## src/rtl/mpe_pkg.sv

```systemverilog
// shared types and constants for the channel allocator
// no dependencies
package mpe_pkg;

	localparam int NUM_CHANNELS = 16;
	localparam int CH_W         = $clog2(NUM_CHANNELS + 1);
	localparam int KEY_W        = 7;
	localparam int BEND_W       = 14;
	localparam int CMD_W        = 2;
	localparam int MASK_W       = 16;
	localparam int LAST_W       = 5;
	localparam int CFG_ADDR_W   = 2;
	localparam int CFG_DATA_W   = 16;

	localparam logic [CFG_ADDR_W-1:0] REG_MEMBER_MASK = 2'd0;
	localparam logic [CFG_ADDR_W-1:0] REG_LAST_MEMBER = 2'd1;
	localparam logic [CFG_ADDR_W-1:0] REG_IGNORE_BEND = 2'd2;

	localparam logic [MASK_W-1:0] MASK_RESET = 16'hFFFE;
	localparam logic [LAST_W-1:0] LAST_RESET = 5'd16;

	localparam logic [CH_W-1:0] CH_NONE = '0;

	typedef enum logic [CMD_W-1:0] {
		CMD_NOTE_ON  = 2'd0,
		CMD_NOTE_OFF = 2'd1,
		CMD_ALL_OFF  = 2'd2,
		CMD_NOP      = 2'd3
	} cmd_t;

	typedef enum logic [1:0] {
		ST_IDLE,
		ST_SEARCH,
		ST_DONE
	} state_t;

	// search token that walks the cell chain
	typedef struct packed {
		logic              vld;
		cmd_t              cmd;
		logic [KEY_W-1:0]  key;
		logic [BEND_W-1:0] bend;
		logic [CH_W-1:0]   hit;
		logic [CH_W-1:0]   free;
	} tok_t;

	// broadcast write into one cell
	typedef struct packed {
		logic              en;
		logic [CH_W-1:0]   chan;
		logic [KEY_W-1:0]  key;
		logic [BEND_W-1:0] bend;
	} wr_t;

endpackage

```

## src/rtl/mpe_intf.sv

```systemverilog
// handshake channel interfaces for the channel allocator
// depends on mpe_pkg
interface mpe_in_if import mpe_pkg::*; ();
	logic              valid;
	logic              ready;
	logic [CMD_W-1:0]  command;
	logic [KEY_W-1:0]  note_key;
	logic [BEND_W-1:0] bend_value;
	modport source (output valid, command, note_key, bend_value, input ready);
	modport sink   (input valid, command, note_key, bend_value, output ready);
endinterface

interface mpe_out_if import mpe_pkg::*; ();
	logic            valid;
	logic            ready;
	logic [CH_W-1:0] channel;
	logic [CH_W-1:0] notes_on;
	modport source (output valid, channel, notes_on, input ready);
	modport sink   (input valid, channel, notes_on, output ready);
endinterface

interface mpe_cfg_if import mpe_pkg::*; ();
	logic                  valid;
	logic                  ready;
	logic [CFG_ADDR_W-1:0] addr;
	logic [CFG_DATA_W-1:0] data;
	modport source (output valid, addr, data, input ready);
	modport sink   (input valid, addr, data, output ready);
endinterface

```

## src/rtl/mpe_channel_allocator.sv

```systemverilog
// a result reaches the output register after its token has walked the whole cell chain
// one word at a time: a new word is taken only once the search token has walked
// the cell chain one channel per cycle and the result has moved to the output register
// a finished result waits in the output register while the next word is taken
// reset: asynchronous, all channels empty, config registers at their reset values
// top level: config registers, chain of cells and sequencer; depends on mpe_pkg
module mpe_channel_allocator import mpe_pkg::*; (
	input  logic      clk,
	input  logic      arst_n,
	mpe_in_if.sink    in_ch,
	mpe_out_if.source out_ch,
	mpe_cfg_if.sink   cfg_ch
);

	logic [MASK_W-1:0] mask_q;
	logic [LAST_W-1:0] last_q;
	logic              ign_q;

	tok_t tok [NUM_CHANNELS+1];
	wr_t  wr;

	assign cfg_ch.ready = 1'b1;

	always_ff @(posedge clk or negedge arst_n) begin
		if (!arst_n) begin
			mask_q <= MASK_RESET;
			last_q <= LAST_RESET;
			ign_q  <= 1'b0;
		end else if (cfg_ch.valid) begin
			unique case (cfg_ch.addr)
				REG_MEMBER_MASK: mask_q <= cfg_ch.data[MASK_W-1:0];
				REG_LAST_MEMBER: last_q <= cfg_ch.data[LAST_W-1:0];
				REG_IGNORE_BEND: ign_q  <= cfg_ch.data[0];
				default: ;
			endcase
		end
	end

	mpe_ctrl u_ctrl (
		.clk    (clk),
		.arst_n (arst_n),
		.in_ch  (in_ch),
		.out_ch (out_ch),
		.tail   (tok[NUM_CHANNELS]),
		.launch (tok[0]),
		.wr     (wr)
	);

	for (genvar i = 0; i < NUM_CHANNELS; i++) begin : g_cell
		mpe_cell u_cell (
			.clk      (clk),
			.arst_n   (arst_n),
			.chan_num (CH_W'(i + 1)),
			.member   (mask_q[i]),
			.last     (last_q),
			.ign      (ign_q),
			.tok_i    (tok[i]),
			.wr       (wr),
			.tok_o    (tok[i+1])
		);
	end

endmodule

```

## src/rtl/mpe_cell.sv

```systemverilog
// one table entry of the allocator chain: holds a note, updates the
// passing search token and registers it for the next cell; depends on mpe_pkg
module mpe_cell import mpe_pkg::*; (
	input  logic              clk,
	input  logic              arst_n,
	input  logic [CH_W-1:0]   chan_num,
	input  logic              member,
	input  logic [LAST_W-1:0] last,
	input  logic              ign,
	input  tok_t              tok_i,
	input  wr_t               wr,
	output tok_t              tok_o
);

	logic              valid_q;
	logic [KEY_W-1:0]  key_q;
	logic [BEND_W-1:0] bend_q;
	tok_t              tok_q;

	logic act;
	logic key_eq;
	logic bend_eq;
	logic clr;
	logic wr_me;
	tok_t tok_nxt;

	assign act     = member && (LAST_W'(chan_num) <= last);
	assign key_eq  = valid_q && (key_q == tok_i.key);
	assign bend_eq = bend_q == tok_i.bend;
	assign wr_me   = wr.en && (wr.chan == chan_num);

	always_comb begin
		tok_nxt = tok_i;
		clr     = 1'b0;
		if (tok_i.vld) begin
			case (tok_i.cmd)
				CMD_NOTE_ON: begin
					if (act && tok_i.hit == CH_NONE) begin
						if (!valid_q) begin
							if (tok_i.free == CH_NONE) tok_nxt.free = chan_num;
						end else if (key_eq && bend_eq) begin
							tok_nxt.hit = chan_num;
						end
					end
				end
				CMD_NOTE_OFF: begin
					if (act && tok_i.hit == CH_NONE && key_eq && (ign || bend_eq)) begin
						tok_nxt.hit = chan_num;
						clr         = 1'b1;
					end
				end
				CMD_ALL_OFF: clr = 1'b1;
				default: ;
			endcase
		end
	end

	always_ff @(posedge clk or negedge arst_n) begin
		if (!arst_n) begin
			valid_q <= 1'b0;
		end else if (wr_me) begin
			valid_q <= 1'b1;
		end else if (clr) begin
			valid_q <= 1'b0;
		end
	end

	always_ff @(posedge clk) begin
		if (wr_me) begin
			key_q  <= wr.key;
			bend_q <= wr.bend;
		end
	end

	always_ff @(posedge clk or negedge arst_n) begin
		if (!arst_n) begin
			tok_q <= '0;
		end else begin
			tok_q <= tok_nxt;
		end
	end

	assign tok_o = tok_q;

endmodule

```

## src/rtl/mpe_ctrl.sv

```systemverilog
// sequencer of the allocator: launches one token per word, resolves the
// token at the chain tail, keeps the note count and the output register
// depends on mpe_pkg and mpe_intf
module mpe_ctrl import mpe_pkg::*; (
	input  logic      clk,
	input  logic      arst_n,
	mpe_in_if.sink    in_ch,
	mpe_out_if.source out_ch,
	input  tok_t      tail,
	output tok_t      launch,
	output wr_t       wr
);

	state_t          state_q;
	state_t          state_nxt;
	tok_t            launch_q;
	logic [CH_W-1:0] pend_chan_q;
	logic [CH_W-1:0] notes_q;
	logic            out_vld_q;
	logic [CH_W-1:0] out_chan_q;
	logic [CH_W-1:0] out_notes_q;

	logic            accept;
	logic            tail_done;
	logic            load_out;
	logic [CH_W-1:0] res_chan;

	assign accept    = in_ch.valid && in_ch.ready;
	assign tail_done = (state_q == ST_SEARCH) && tail.vld;
	assign load_out  = (state_q == ST_DONE) && (!out_vld_q || out_ch.ready);

	always_comb begin
		state_nxt = state_q;
		unique case (state_q)
			ST_IDLE:   if (in_ch.valid) state_nxt = ST_SEARCH;
			ST_SEARCH: if (tail.vld) state_nxt = ST_DONE;
			ST_DONE:   if (!out_vld_q || out_ch.ready) state_nxt = ST_IDLE;
			default:   state_nxt = ST_IDLE;
		endcase
	end

	always_comb begin
		in_ch.ready = state_q == ST_IDLE;
		case (tail.cmd)
			CMD_NOTE_ON:  res_chan = (tail.hit != CH_NONE) ? tail.hit : tail.free;
			CMD_NOTE_OFF: res_chan = tail.hit;
			default:      res_chan = CH_NONE;
		endcase
		// new note goes to the first free channel when nothing matched
		wr.en   = tail_done && (tail.cmd == CMD_NOTE_ON) && (tail.hit == CH_NONE)
			&& (tail.free != CH_NONE);
		wr.chan = tail.free;
		wr.key  = tail.key;
		wr.bend = tail.bend;
	end

	always_ff @(posedge clk or negedge arst_n) begin
		if (!arst_n) begin
			state_q  <= ST_IDLE;
			launch_q <= '0;
			notes_q  <= '0;
		end else begin
			state_q      <= state_nxt;
			launch_q.vld <= accept;
			if (accept) begin
				launch_q.cmd  <= cmd_t'(in_ch.command);
				launch_q.key  <= in_ch.note_key;
				launch_q.bend <= in_ch.bend_value;
				launch_q.hit  <= CH_NONE;
				launch_q.free <= CH_NONE;
			end
			if (tail_done) begin
				if (tail.cmd == CMD_ALL_OFF) begin
					notes_q <= '0;
				end else if (wr.en) begin
					notes_q <= notes_q + CH_W'(1);
				end else if (tail.cmd == CMD_NOTE_OFF && tail.hit != CH_NONE) begin
					notes_q <= notes_q - CH_W'(1);
				end
			end
		end
	end

	always_ff @(posedge clk) begin
		if (tail_done) pend_chan_q <= res_chan;
		if (load_out) begin
			out_chan_q  <= pend_chan_q;
			out_notes_q <= notes_q;
		end
	end

	always_ff @(posedge clk or negedge arst_n) begin
		if (!arst_n) begin
			out_vld_q <= 1'b0;
		end else if (load_out) begin
			out_vld_q <= 1'b1;
		end else if (out_ch.ready) begin
			out_vld_q <= 1'b0;
		end
	end

	assign launch          = launch_q;
	assign out_ch.valid    = out_vld_q;
	assign out_ch.channel  = out_chan_q;
	assign out_ch.notes_on = out_notes_q;

endmodule

```

## src/flat_wrapper.sv

```systemverilog
// flat-port wrapper written by rule: the top's interface ports become plain ports
module mpe_channel_allocator_flat import mpe_pkg::*;
  (clk, arst_n, in_ch_valid, in_ch_command, in_ch_note_key, in_ch_bend_value, in_ch_ready, out_ch_valid, out_ch_channel, out_ch_notes_on, out_ch_ready, cfg_ch_valid, cfg_ch_addr, cfg_ch_data, cfg_ch_ready);
  mpe_in_if in_ch_i ();
  mpe_out_if out_ch_i ();
  mpe_cfg_if cfg_ch_i ();
  input  logic clk;
  input  logic arst_n;
  input wire logic [$bits(in_ch_i.valid)-1:0] in_ch_valid;
  input wire logic [$bits(in_ch_i.command)-1:0] in_ch_command;
  input wire logic [$bits(in_ch_i.note_key)-1:0] in_ch_note_key;
  input wire logic [$bits(in_ch_i.bend_value)-1:0] in_ch_bend_value;
  output wire logic [$bits(in_ch_i.ready)-1:0] in_ch_ready;
  output wire logic [$bits(out_ch_i.valid)-1:0] out_ch_valid;
  output wire logic [$bits(out_ch_i.channel)-1:0] out_ch_channel;
  output wire logic [$bits(out_ch_i.notes_on)-1:0] out_ch_notes_on;
  input wire logic [$bits(out_ch_i.ready)-1:0] out_ch_ready;
  input wire logic [$bits(cfg_ch_i.valid)-1:0] cfg_ch_valid;
  input wire logic [$bits(cfg_ch_i.addr)-1:0] cfg_ch_addr;
  input wire logic [$bits(cfg_ch_i.data)-1:0] cfg_ch_data;
  output wire logic [$bits(cfg_ch_i.ready)-1:0] cfg_ch_ready;
  assign in_ch_i.valid = in_ch_valid;
  assign in_ch_i.command = in_ch_command;
  assign in_ch_i.note_key = in_ch_note_key;
  assign in_ch_i.bend_value = in_ch_bend_value;
  assign in_ch_ready = in_ch_i.ready;
  assign out_ch_valid = out_ch_i.valid;
  assign out_ch_channel = out_ch_i.channel;
  assign out_ch_notes_on = out_ch_i.notes_on;
  assign out_ch_i.ready = out_ch_ready;
  assign cfg_ch_i.valid = cfg_ch_valid;
  assign cfg_ch_i.addr = cfg_ch_addr;
  assign cfg_ch_i.data = cfg_ch_data;
  assign cfg_ch_ready = cfg_ch_i.ready;
  mpe_channel_allocator u_core (.clk(clk), .arst_n(arst_n), .in_ch(in_ch_i), .out_ch(out_ch_i), .cfg_ch(cfg_ch_i));
endmodule
```

## config.mk

```make
export PLATFORM = sky130hd
export DESIGN_NAME = mpe_channel_allocator_flat
export DESIGN_NICKNAME = d
export VERILOG_FILES = /design/src/rtl/mpe_pkg.sv /design/src/rtl/mpe_intf.sv /design/src/rtl/mpe_channel_allocator.sv /design/src/rtl/mpe_cell.sv /design/src/rtl/mpe_ctrl.sv /design/src/flat_wrapper.sv
export SDC_FILE = /design/constraint.sdc
export NUM_CORES = 1
export LEC_CHECK = 0
export BUFFER_PORTS_ARGS = -buffer_cell sky130_fd_sc_hd__buf_2
export CORE_MARGIN = 1
export CORE_UTILIZATION = 45
export CTS_CLUSTER_DIAMETER = 100
export DETAILED_ROUTE_END_ITERATION = 7
export GPL_TIMING_DRIVEN = 1
export SLEW_MARGIN = 20
export SYNTH_ARGS = -nofsm -noshare
export SYNTH_HDL_FRONTEND = slang
export SYNTH_SLANG_ARGS = --single-unit
```

## constraint.sdc

```tcl
create_clock -name clk -period 2.9 [get_ports clk]
set_input_delay 0.87 -clock clk [delete_from_list [all_inputs] [get_ports clk]]
set_output_delay 0.87 -clock clk [all_outputs]
set_load 0.05 [all_outputs]
```

==> run_summary.xml <==
<?xml version="1.0" encoding="UTF-8"?>
<metrics>
  <group name="timing">
    <metric name="holdWs" unit="ps">178.2</metric>
    <metric name="slew_headroom" unit="%">47.09</metric>
    <metric name="post_layout_worst_setup_margin" unit="ps">128.8</metric>
    <metric name="minimum_clock_period_after_layout" unit="ps">2771</metric>
    <metric name="fin_crit_sh" unit="%">95.56</metric>
    <metric name="worst_clk_skew" unit="ps">18.86</metric>
    <metric name="worstMarginPinSlew" unit="ps">793.7</metric>
    <metric name="fin_hold_viols" unit="">0</metric>
    <metric name="setup_viol_count_final" unit="">0</metric>
    <metric name="final_max_slew_viols" unit="">0</metric>
    <metric name="timing.fmax" unit="MHz">360.9</metric>
  </group>
  <group name="clock_network">
    <metric name="cts_hold_buffers" unit="">0</metric>
    <metric name="max-clock-path-buffers" unit="">3</metric>
    <metric name="worst_skew_pair.late_latency" unit="ps">640</metric>
    <metric name="clock_sink_count" unit="">913</metric>
    <metric name="clockRootBuffer" unit="">clkbuf_16</metric>
    <metric name="htreeDepth" unit="">3</metric>
    <metric name="ctsResizeCount" unit="">0</metric>
    <metric name="clk_transition_reported_paths" unit="ps">60</metric>
    <metric name="cts_setup_buffers" unit="">0</metric>
    <metric name="tritoncts.num_buffers" unit="">89</metric>
    <metric name="cts_tree" unit="">built</metric>
  </group>
  <group name="setup_path">
    <metric name="start_kind" unit="">flop</metric>
    <metric name="criticalPathCategory" unit="">reg2reg</metric>
    <metric name="r2r-start" unit="">u_core.g_cell[15].u_cell.tok_o[8]</metric>
    <metric name="rr_worst_depth" unit="">9</metric>
    <metric name="worstPathMaxFanout" unit="">4</metric>
    <metric name="ff2ff_setup_slack" unit="ps">130</metric>
    <metric name="reg2reg_to" unit="">u_core.u_ctrl.notes_q[4]</metric>
    <metric name="timing.critical_path.required" unit="ps">3460</metric>
    <metric name="worst_setup_end_kind" unit="">flop</metric>
    <metric name="crit_arrival" unit="ps">3340</metric>
  </group>
  <group name="layout">
    <metric name="finalCoreUtilization" unit="%">52.23</metric>
    <metric name="postLayoutCellArea" unit="sq um">37270</metric>
    <metric name="area_delta_synth_final" unit="%">15.05</metric>
    <metric name="antenna-diode-count" unit="">0</metric>
    <metric name="num-nets-final" unit="">2230</metric>
    <metric name="layout-drive-gt1-share" unit="%">16.35</metric>
    <metric name="multi_input_comb_area" unit="sq um">7380</metric>
    <metric name="area_used_by_sequential_logic_in_the_layout" unit="sq um">24620</metric>
    <metric name="fillCellCount" unit="">5879</metric>
  </group>
  <group name="placed_design">
    <metric name="postPlaceCellArea" unit="sq um">34260</metric>
    <metric name="buffer_ports.inserted" unit="">57</metric>
    <metric name="pre_cts_slack" unit="ps">151.6</metric>
    <metric name="gp_congestion" unit="">0.8195</metric>
    <metric name="place_hpwl" unit="mm">42.39</metric>
  </group>
  <group name="floorplan">
    <metric name="die-height" unit="um">270.3</metric>
    <metric name="dieArea" unit="sq um">73070</metric>
    <metric name="initial_core_util" unit="%">45.40</metric>
    <metric name="horizontal_die_dimension" unit="um">270.3</metric>
    <metric name="boundaryPins" unit="">59</metric>
    <metric name="core_area" unit="sq um">71360</metric>
    <metric name="placement_rows" unit="">98</metric>
  </group>
  <group name="global_route">
    <metric name="grt_pass1_vias" unit="">17110</metric>
    <metric name="global_route_wire_length_before_repair" unit="mm">94.05</metric>
    <metric name="gr-total-overflow" unit="">0</metric>
    <metric name="antenna_violations_before_repair" unit="">2</metric>
    <metric name="grtUsageTotal" unit="%">16.81</metric>
    <metric name="grt_start_max_net_pins" unit="">82</metric>
  </group>
  <group name="status">
    <metric name="violations" unit="">DRC</metric>
    <metric name="status" unit="">finished, violations left</metric>
  </group>
  <group name="detailed_routing">
    <metric name="drt_drc_violations_left" unit="">1</metric>
    <metric name="drt-wirelength-per-cell" unit="um">18.69</metric>
    <metric name="drtPass1Iterations" unit="">7</metric>
    <metric name="routed_wl" unit="mm">59.02</metric>
    <metric name="drt_iter0_drc" unit="">792</metric>
    <metric name="avgViaCountPerCell" unit="">4.936</metric>
    <metric name="ant_nets" unit="">0</metric>
    <metric name="num_vias" unit="">15590</metric>
  </group>
  <group name="hold_path">
    <metric name="hold_path_class" unit="">in2async</metric>
  </group>
  <group name="logic_synthesis">
    <metric name="synthesis.nets" unit="">2074</metric>
    <metric name="netlist_area" unit="sq um">32400</metric>
    <metric name="ys_types" unit="">69</metric>
    <metric name="synth_top_flop_cell" unit="">dfrtp_1</metric>
    <metric name="ys_warn_count" unit="">0</metric>
    <metric name="synth_enable_flop_cells" unit="">351</metric>
    <metric name="synth_async_reset_ratio" unit="%">61.56</metric>
    <metric name="synth_sequential_area_ratio" unit="%">76.01</metric>
    <metric name="mapped_avg_cell_area" unit="sq um">16.40</metric>
    <metric name="synth-seq-cells" unit="">913</metric>
    <metric name="post_synth_inst_count" unit="">1976</metric>
  </group>
  <group name="power_and_ir_drop">
    <metric name="ir_drop" unit="mV">0.4959</metric>
    <metric name="leakagePower" unit="nW">14.63</metric>
    <metric name="pwr_density_cell" unit="nW/um^2">879.9</metric>
  </group>
  <group name="run">
    <metric name="cap_viol_max_count" unit="">0</metric>
  </group>
</metrics>
[registers in the layout (all words and copies together), names as in the netlist]
name                           count
u_core.g_cell.u_cell.key_q       112
u_core.g_cell.u_cell.tok_o       492
u_core.u_ctrl.out_ch.valid         1
u_core.g_cell.u_cell.bend_q      224
u_core.u_ctrl.launch              24
u_core.u_ctrl.state_q              2
u_core.u_ctrl.out_ch.notes_on      5
u_core.ign_q                       1
u_core.g_cell.u_cell.valid_q      16
u_core.u_ctrl.out_ch.channel       5
u_core.last_q                      5
u_core.u_ctrl.notes_q              5
u_core.mask_q                     16
u_core.u_ctrl.pend_chan_q          5
[cell families (layout without fill, tap and decap cells)]
kind of cell / after synthesis / after routing / share of synthesized area (%)
multiplexers: 47 / 47 / 1.630
adder cells (fa/ha/maj): 52 / 52 / 2.031
buffers and inverters: 113 / 345 / 1.325
flip-flops: 913 / 913 / 76.01
AO/OA/AOI/OAI: 124 / 124 / 2.993
XOR/XNOR: 338 / 338 / 9.138
AND/OR/NAND/NOR: 388 / 388 / 6.867
other: 1 / 1 / 0.01158
[report_power, final]
| group | internal, W | total, W | switching, W |
|---|---|---|---|
| registers | 0.0159 | 0.0179 | 0.00202 |
| clock network | 0.00682 | 0.0116 | 0.00477 |
| logic | 0.00174 | 0.00334 | 0.00160 |
| total | 0.0244 | 0.0328 | 0.00838 |
[final cells by class]
type | instances | area share [%]
clock buffers | 124 | 6.623
clock inverters | 43 | 1.447
inverters | 55 | 0.5539
multi-input cells | 950 | 19.80
flip-flops and latches | 913 | 66.06
well taps | 950 | 3.189
repair buffers | 123 | 2.323
[worst max path at each step]
stage,start,end,cells past startpoint
2_1_floorplan,u_core.u_ctrl.state_q[1],u_core.g_cell[12].u_cell.bend_q[0],6
3_3_place_gp,u_core.g_cell[15].u_cell.tok_o[8],u_core.g_cell[1].u_cell.bend_q[10],6
3_5_place_dp,u_core.g_cell[15].u_cell.tok_o[8],u_core.g_cell[1].u_cell.bend_q[11],6
4_1_cts,u_core.g_cell[15].u_cell.tok_o[8],u_core.g_cell[14].u_cell.bend_q[13],6
5_1_grt,u_core.g_cell[15].u_cell.tok_o[8],u_core.u_ctrl.notes_q[4],9
6_report,u_core.g_cell[15].u_cell.tok_o[8],u_core.u_ctrl.notes_q[4],9
[through the flow]
stage | total power, W | instances | setup TNS, ps
floorplan | 0.01983 | 1976 | 0
global placement | 0.02139 | 2990 | 0
detailed placement | 0.02157 | 2990 | 0
CTS | 0.03317 | 3157 | 0
global route | 0.03432 | 3158 | -29.15
finish | 0.03279 | 3158 | 0
[synth_stat cells, drive strengths merged (3+ instances only)]
| cell | count | area (sq um) |
|---|---|---|
| xnor2 | 319 | 2794 |
| nor2b | 4 | 25.02 |
| o211a | 5 | 50.05 |
| o21bai | 11 | 82.58 |
| and3 | 10 | 62.56 |
| and4 | 6 | 52.55 |
| buf | 3 | 16.26 |
| or2 | 11 | 68.82 |
| clkbuf | 55 | 206.5 |
| o2111ai | 13 | 113.9 |
| nor3 | 15 | 75.07 |
| a211o | 4 | 35.03 |
| nand3b | 23 | 172.7 |
| nand2 | 57 | 214.0 |
| o211ai | 10 | 75.07 |
| inv | 55 | 206.5 |
| edfxtp | 351 | 10540 |
| a22o | 7 | 62.56 |
| a31o | 7 | 61.31 |
| nor3b | 3 | 22.52 |
| or3 | 5 | 31.28 |
| or4b | 10 | 100.1 |
| nand4 | 88 | 550.5 |
| dfrtp | 546 | 13660 |
| mux2 | 46 | 518.0 |
| xor2 | 19 | 166.4 |
| a22oi | 3 | 22.52 |
| o41ai | 5 | 43.79 |
| nor4 | 37 | 231.5 |
| nand3 | 20 | 100.1 |
| dfstp | 16 | 420.4 |
| ha | 51 | 638.1 |
| nor2 | 55 | 206.5 |
| a21o | 3 | 22.52 |
| o21ai | 18 | 90.09 |
| a21oi | 10 | 50.05 |
| nor4b | 7 | 61.31 |
| nand2b | 29 | 181.4 |
| or4 | 3 | 26.27 |
| a21boi | 8 | 60.06 |
[routing by layer]
metal  part of all wire [%]  track usage (%)  vias up
met3                    3.2            2.863      106
li1                       -                -     7300
met4                    2.9            5.917        0
met1                     43            21.35     7934
met2                     51            29.08      249
met5                      0                0        -
[worst max-delay path, cell delays in order (launching register included)]
cell and delay (ps):
dfrtp_1 390, nor4_1 460, and4_1 280, nand2b_1 150, fa_1 490, a21o_1 190
a21oi_1 220, nor3_1 90, o32a_2 360, nand2_1 70
[cell usage in the layout (no fill, tap or decap), types with 29 or more instances in the layout]
master | synthesis | routed
dfrtp_1 | 546 | 546
edfxtp_1 | 351 | 351
xnor2_1 | 319 | 319
clkbuf_16 | 0 | 89
nand4_1 | 88 | 88
buf_4 | 1 | 60
nand2_1 | 57 | 57
buf_2 | 1 | 56
inv_1 | 55 | 55
ha_1 | 51 | 51
nor2_1 | 55 | 43
mux2_2 | 43 | 43
nor4_1 | 37 | 37
nand2b_1 | 29 | 29
No activity file was read; power rests on OpenSTA's default activity.
